[src/sv/satc_pkg.sv]
// ----------------------------------------------------------------------------
// satc_pkg: shared types and constants for the set-associative tag store
// Holds payload structs, default sizes, register indexes and outcome codes.
// ----------------------------------------------------------------------------
package satc_pkg;

    localparam int DEF_SETS      = 64;
    localparam int DEF_WAYS      = 8;
    localparam int DEF_ADDR_BITS = 48;
    localparam int CFG_IDX_W     = 2;
    localparam int CFG_DATA_W    = 4;

    localparam logic [CFG_IDX_W-1:0] REG_POLICY = 2'd0;
    localparam logic [CFG_IDX_W-1:0] REG_WAYS   = 2'd1;
    localparam logic [CFG_IDX_W-1:0] REG_SETB   = 2'd2;
    localparam logic [CFG_IDX_W-1:0] REG_OFFB   = 2'd3;

    localparam logic [1:0] OUT_READ_MISS  = 2'd0;
    localparam logic [1:0] OUT_READ_HIT   = 2'd1;
    localparam logic [1:0] OUT_WRITE_MISS = 2'd2;
    localparam logic [1:0] OUT_WRITE_HIT  = 2'd3;

    typedef struct packed {
        logic        action;
        logic [47:0] address;
    } req_t;

    typedef struct packed {
        logic [1:0]  outcome;
        logic        evicted;
        logic [31:0] hit_total;
        logic [31:0] miss_total;
        logic [31:0] mem_read_total;
        logic [31:0] mem_write_total;
    } rsp_t;

    // Controller to datapath.
    typedef struct packed {
        logic capture;
        logic update;
        logic clear;
    } cmd_t;

    // Datapath to controller.
    typedef struct packed {
        logic clear_done;
    } stat_t;

endpackage

[src/sv/satc_ctrl.sv]
// ----------------------------------------------------------------------------
// satc_ctrl: access sequencer
// Runs the clearing pass after reset, then read and write-back per item,
// and holds the result until the output side takes it.
// ----------------------------------------------------------------------------
module satc_ctrl (
    input  logic           clk,
    input  logic           rst_n,
    input  logic           in_valid,
    output logic           in_stall,
    output logic           out_valid,
    input  logic           out_stall,
    output satc_pkg::cmd_t cmd,
    input  satc_pkg::stat_t stat
);
    import satc_pkg::*;

    typedef enum logic [1:0] {S_CLEAR, S_IDLE, S_UPDATE} state_t;

    state_t state_reg, state_next;
    logic   out_valid_reg, out_valid_next;

    // A new item is taken only when no result is waiting or it leaves now.
    logic can_take;
    assign can_take = (state_reg == S_IDLE) && (!out_valid_reg || !out_stall);

    assign in_stall    = !can_take;
    assign out_valid   = out_valid_reg;
    assign cmd.capture = can_take && in_valid;
    assign cmd.update  = (state_reg == S_UPDATE);
    assign cmd.clear   = (state_reg == S_CLEAR);

    always_comb
    begin
        state_next     = state_reg;
        out_valid_next = out_valid_reg;
        if (out_valid_reg && !out_stall)
        begin
            out_valid_next = 1'b0;
        end
        case (state_reg)
            S_CLEAR:
            begin
                if (stat.clear_done)
                begin
                    state_next = S_IDLE;
                end
            end
            S_IDLE:
            begin
                if (cmd.capture)
                begin
                    state_next = S_UPDATE;
                end
            end
            S_UPDATE:
            begin
                state_next     = S_IDLE;
                out_valid_next = 1'b1;
            end
            default:
            begin
                state_next = S_CLEAR;
            end
        endcase
    end

    always_ff @(posedge clk or negedge rst_n)
    begin
        if (!rst_n)
        begin
            state_reg     <= S_CLEAR;
            out_valid_reg <= 1'b0;
        end
        else
        begin
            state_reg     <= state_next;
            out_valid_reg <= out_valid_next;
        end
    end

endmodule

[config.mk]
export PLATFORM = sky130hd
export DESIGN_NAME = satc_ctrl
export DESIGN_NICKNAME = d
export VERILOG_FILES = /design/src/sv/satc_pkg.sv /design/src/sv/satc_ctrl.sv
export SDC_FILE = /design/constraint.sdc
export NUM_CORES = 1
export LEC_CHECK = 0
export BUFFER_PORTS_ARGS = -buffer_cell sky130_fd_sc_hd__buf_2
export CAP_MARGIN = 20
export CORE_AREA = 2 2 39 41
export CTS_CLUSTER_DIAMETER = 30
export DETAILED_ROUTE_END_ITERATION = 8
export DIE_AREA = 0 0 41 43
export HOLD_SLACK_MARGIN = 0.08
export MAX_ROUTING_LAYER = met4
export SYNTH_ARGS = -nofsm -noshare
export SYNTH_HDL_FRONTEND = slang
export SYNTH_SLANG_ARGS = --single-unit
[constraint.sdc]
create_clock -name clk -period 1.1 [get_ports clk]
set_clock_uncertainty 0.15 [all_clocks]
set_input_delay 0 -clock clk [delete_from_list [all_inputs] [get_ports clk]]
set_output_delay 0 -clock clk [all_outputs]
set_load 0.02 [all_outputs]
Word-level counts from Yosys, hierarchy flattened
Cells that the tools add are included.
Word-level totals
  register bits after elaboration: 3
  input bits: 5
  logic and storage cells: 21
Operators by class
  equality and inequality tests: 4
  mux-type cells: 5
  reductions and logical operators: 10
Operators by type and width (number)
  $pmux W2 S3: 1
  $mux W2: 2
  $logic_and A1 B1 Y1: 3
  $logic_not A1 Y1: 3
  $eq A2 B1 Y1 const B: 1
  $eq A2 B2 Y1 const B: 1
  $logic_not A2 Y1: 1
  $mux W1: 2
  $ne A2 B1 Y1 const B: 1
  $ne A2 B2 Y1 const B: 1
  $reduce_and A2 Y1: 1
  $reduce_bool A2 Y1: 1
  $logic_or A1 B1 Y1: 1

Longest topological paths before layout
  depth after elaboration: 6
  gate-level depth with buffers: 2

Worst setup path before layout
No wires, ideal clock.
  path kind: reg2reg
  start point: reg out_valid_reg, in the netlist out_valid
  end point: reg state_reg[0]
  required time: 0.826 ns
  library setup time: 0.124 ns
  path buffers: 0
  slack: -0.073 ns
  cell stages (with the launch flop): 3
  data arrival time: 0.899 ns
  cell sequence: dfrtp_1 -> a21bo_1 -> a211o_1
On the way
  cells in the longest elaborated chain, start to end: 6
Ends and longest elaborated chain
  start: declaration: line satc_ctrl.sv:21  | logic out_valid_reg, out_valid_next;
  start signal: assignment: line satc_ctrl.sv:78  | out_valid_reg <= out_valid_next;
  $logic_not A1 Y1: line satc_ctrl.sv:25  | assign can_take = (state_reg == S_IDLE) && (!out_valid_reg || !out_stall);
  $logic_or A1 B1 Y1: line satc_ctrl.sv:25
  $logic_and A1 B1 Y1: line satc_ctrl.sv:25
  $logic_and A1 B1 Y1: line satc_ctrl.sv:29  | assign cmd.capture = can_take && in_valid;
  $ne A2 B2 Y1 (no line)
  $reduce_and A2 Y1 (no line)
  end signal: assignment: line satc_ctrl.sv:77  | state_reg <= state_next;
  end: declaration: line satc_ctrl.sv:20  | state_t state_reg, state_next;
Every way passes these cells.
A chain may end at the register's enable or synchronous reset.

==> impl_results.md <==
- Worst Tran Pin Value: 0.146 ns
- Overall routing resource usage: 7.42%
- Ys flop type: dfrtp_1
- PortBufs: 9
- Yosys reg bits: 3
- Root buffer cell: clkbuf_4
- Peak supply drop: 0.450 mV
- Placed Cells: 40
- Share of the synthesized area in the top cell type: 48.8%
- Die X: 41 um
- Ys Warns: 0
- Max-cap check violation count: 0
- Yosys cell types: 10
- Setup TNS: -0.771 ns
- Final Cycle Share: 116%
- Clock period minus worst slack: 1.28 ns
- Peak fanout along the critical path: 3
- Die Ht: 43 um
- Largest net degree at the start of global routing: 5
- DRC: 0
- Critical Path Start Type: flip-flop
- Synth area leaders: dfrtp_1, and3_2, nor2b_1, a21bo_1, a211o_1
- Syn_nets: 20
- Area of the multi-input gates: 91.3 um^2
- Setup violators final: 7
- Post-route ant nets: 0
- Cell with the most instances after synthesis: dfrtp_1
- Clock Pin Slew Worst Setup and Hold Paths: 0.03 ns
- Worst R2R Start: state_reg[0]
- Final setup margin: -0.179 ns
- H-Tree Depth: 1
- RSZ-0062 raised after global routing: yes
- Slew Limit Fails: 0
- FMAX: 782 MHz
- Synthesized instance count: 15
- Initial DRC count: 0
- Slew headroom: 90.3%
- Share of layout cells above drive strength 1: 64.7%
- Hold path startpoint: out_stall
- I/O pin cnt: 10
- Vias in the first global route: 209
- First-pass GRT wire length: 724 um
- CP Data Arrival Time: 1.13 ns
- CTS tree: yes
- # fillers: 148
- # diodes: 0
- Leak pwr: 0.180 nW
- Max reg flops: 2
- Synth area leader: dfrtp_1
- Reg2reg path depth: 3
- Fin. Hold Viols: 2
- Initial core utilization: 11.1%
- Number of flops mapped to enable cells by yosys: 0
- Final Non-Filler Cells: 50
- Failing checks: hold timing, setup timing
- Area Growth Syn to Fin: 131%
- WL per Instance: 9.92 um
- Final wirelength: 496 um
- Power per cell area: 2890 mW/mm^2
- Required @ worst endpoint: 0.95 ns
- Register Area: 76.3 um^2
- Nets@finish: 40
- WHS Path Cells: 3
- Vias: 185
- Clock Latency Late Sink: 0.23 ns
- Outcome: complete, but fails checks
- Clock Tree Buf Depth: 2
- Core area: 0.00138 mm^2
- Setup slack, reg-to-reg: -0.12 ns
- Initial antenna violation count: 0
- GP Congestion: 0.534
- R2R Path End: state_reg[0]
- GRT overflow: 0
- Hold Slack: -0.0788 ns
- Async SR Flop Fraction: 100%
- Crit end category: primary output
- Seq/Total Area, Yosys: 48.8%
- Cell Area, Synth: 154 um^2
- DR pass1 iterations: 1
- Mean post-synth cell area: 10.3 um^2
- Die area: 0.00176 mm^2
- Synth top cells by count: dfrtp_1, and3_2, nand2_1, nor2b_1
- CP Class: reg2out
- Num Clock Sinks: 3
- Row count: 14
- Hold crit path type: in2reg
- Worst Hold Path EP: out_valid
- TritonCTS buffer count: 3
- DR vias/cell: 3.70
-- cells by family (layout without fill, tap and decap cells) --
logic type | count (synthesis) | in the layout | share of synthesized area, %
buf+inv | 1 | 20 | 4.88
simple gates | 9 | 9 | 34.1
compound gates | 2 | 2 | 12.2
flops | 3 | 3 | 48.8
-- worst max-delay path by stage --
stage	startpoint	end	slack, ns	cells past startpoint
detailed placement	state_reg[1]	state_reg[0]	-0.02	2
global route	state_reg[1]	cmd[2]	-0.21	3
global placement	state_reg[1]	state_reg[0]	-0.01	2
CTS	state_reg[1]	cmd[2]	-0.18	3
finish	state_reg[1]	cmd[2]	-0.18	3
floorplan	out_valid	state_reg[0]	-0.04	2
-- worst max-delay path: stages, from the launching register on --
cell and delay (ns):
dfrtp_1 0.37, and2b_2 0.25, and3_4 0.18, buf_6 0.11
-- repair_timing --
item,CTS,global route
pin swaps,4,1
hold endpoints to repair,6,3
hold buffers,2,1
setup endpoints to repair,5,6
resized for setup,14,3
setup buffers,2,1
-- report_power, final --
part / switching, mW / total [mW] / leakage, nW / internal [mW]
Combinational: 0.289 / 0.642 / 0.128 / 0.353
Clock: 0.0572 / 0.193 / 0.0150 / 0.136
Sequential: 0.0303 / 0.191 / 0.0368 / 0.161
-- layout make-up --
cell class,count,area share [%]
timing repair buffer,16,39.8
clock buffer,4,7.39
multi-input combinational,11,25.7
tap,16,5.63
sequential,3,21.5
-- cells in the final DEF, fill, tap and decap left out, drive strengths merged --
cell	n
buf	13
clkbuf	4
dlygate4sd3	3
dfrtp	3
nand2	2
nor2b	2
and3	2
nor2	1
and2b	1
a21bo	1
a211o	1
nand2b	1
-- metrics by stage --
step,hold slack [ns],worst slack [ns],power (mW),instance area [um^2],util (%)
floorplan,-0.446,-0.0394,0.434,155,-
global placement,-0.351,-0.0116,0.550,220,15.9
detailed placement,-0.350,-0.0173,0.555,220,15.9
CTS,-0.0975,-0.184,0.977,329,23.8
global route,-0.0570,-0.209,1.09,355,25.7
finish,-0.0788,-0.179,1.03,355,25.7
-- per-layer routing --
metal | up-vias | track usage, % | wire [um]
met5 | - | - | 0
met4 | 0 | 10.0 | 19
met3 | 2 | 4.71 | 21
met2 | 7 | 10.6 | 288
met1 | 90 | 4.53 | 167
li1 | 86 | - | -
No activity file was read; power rests on OpenSTA's default activity.
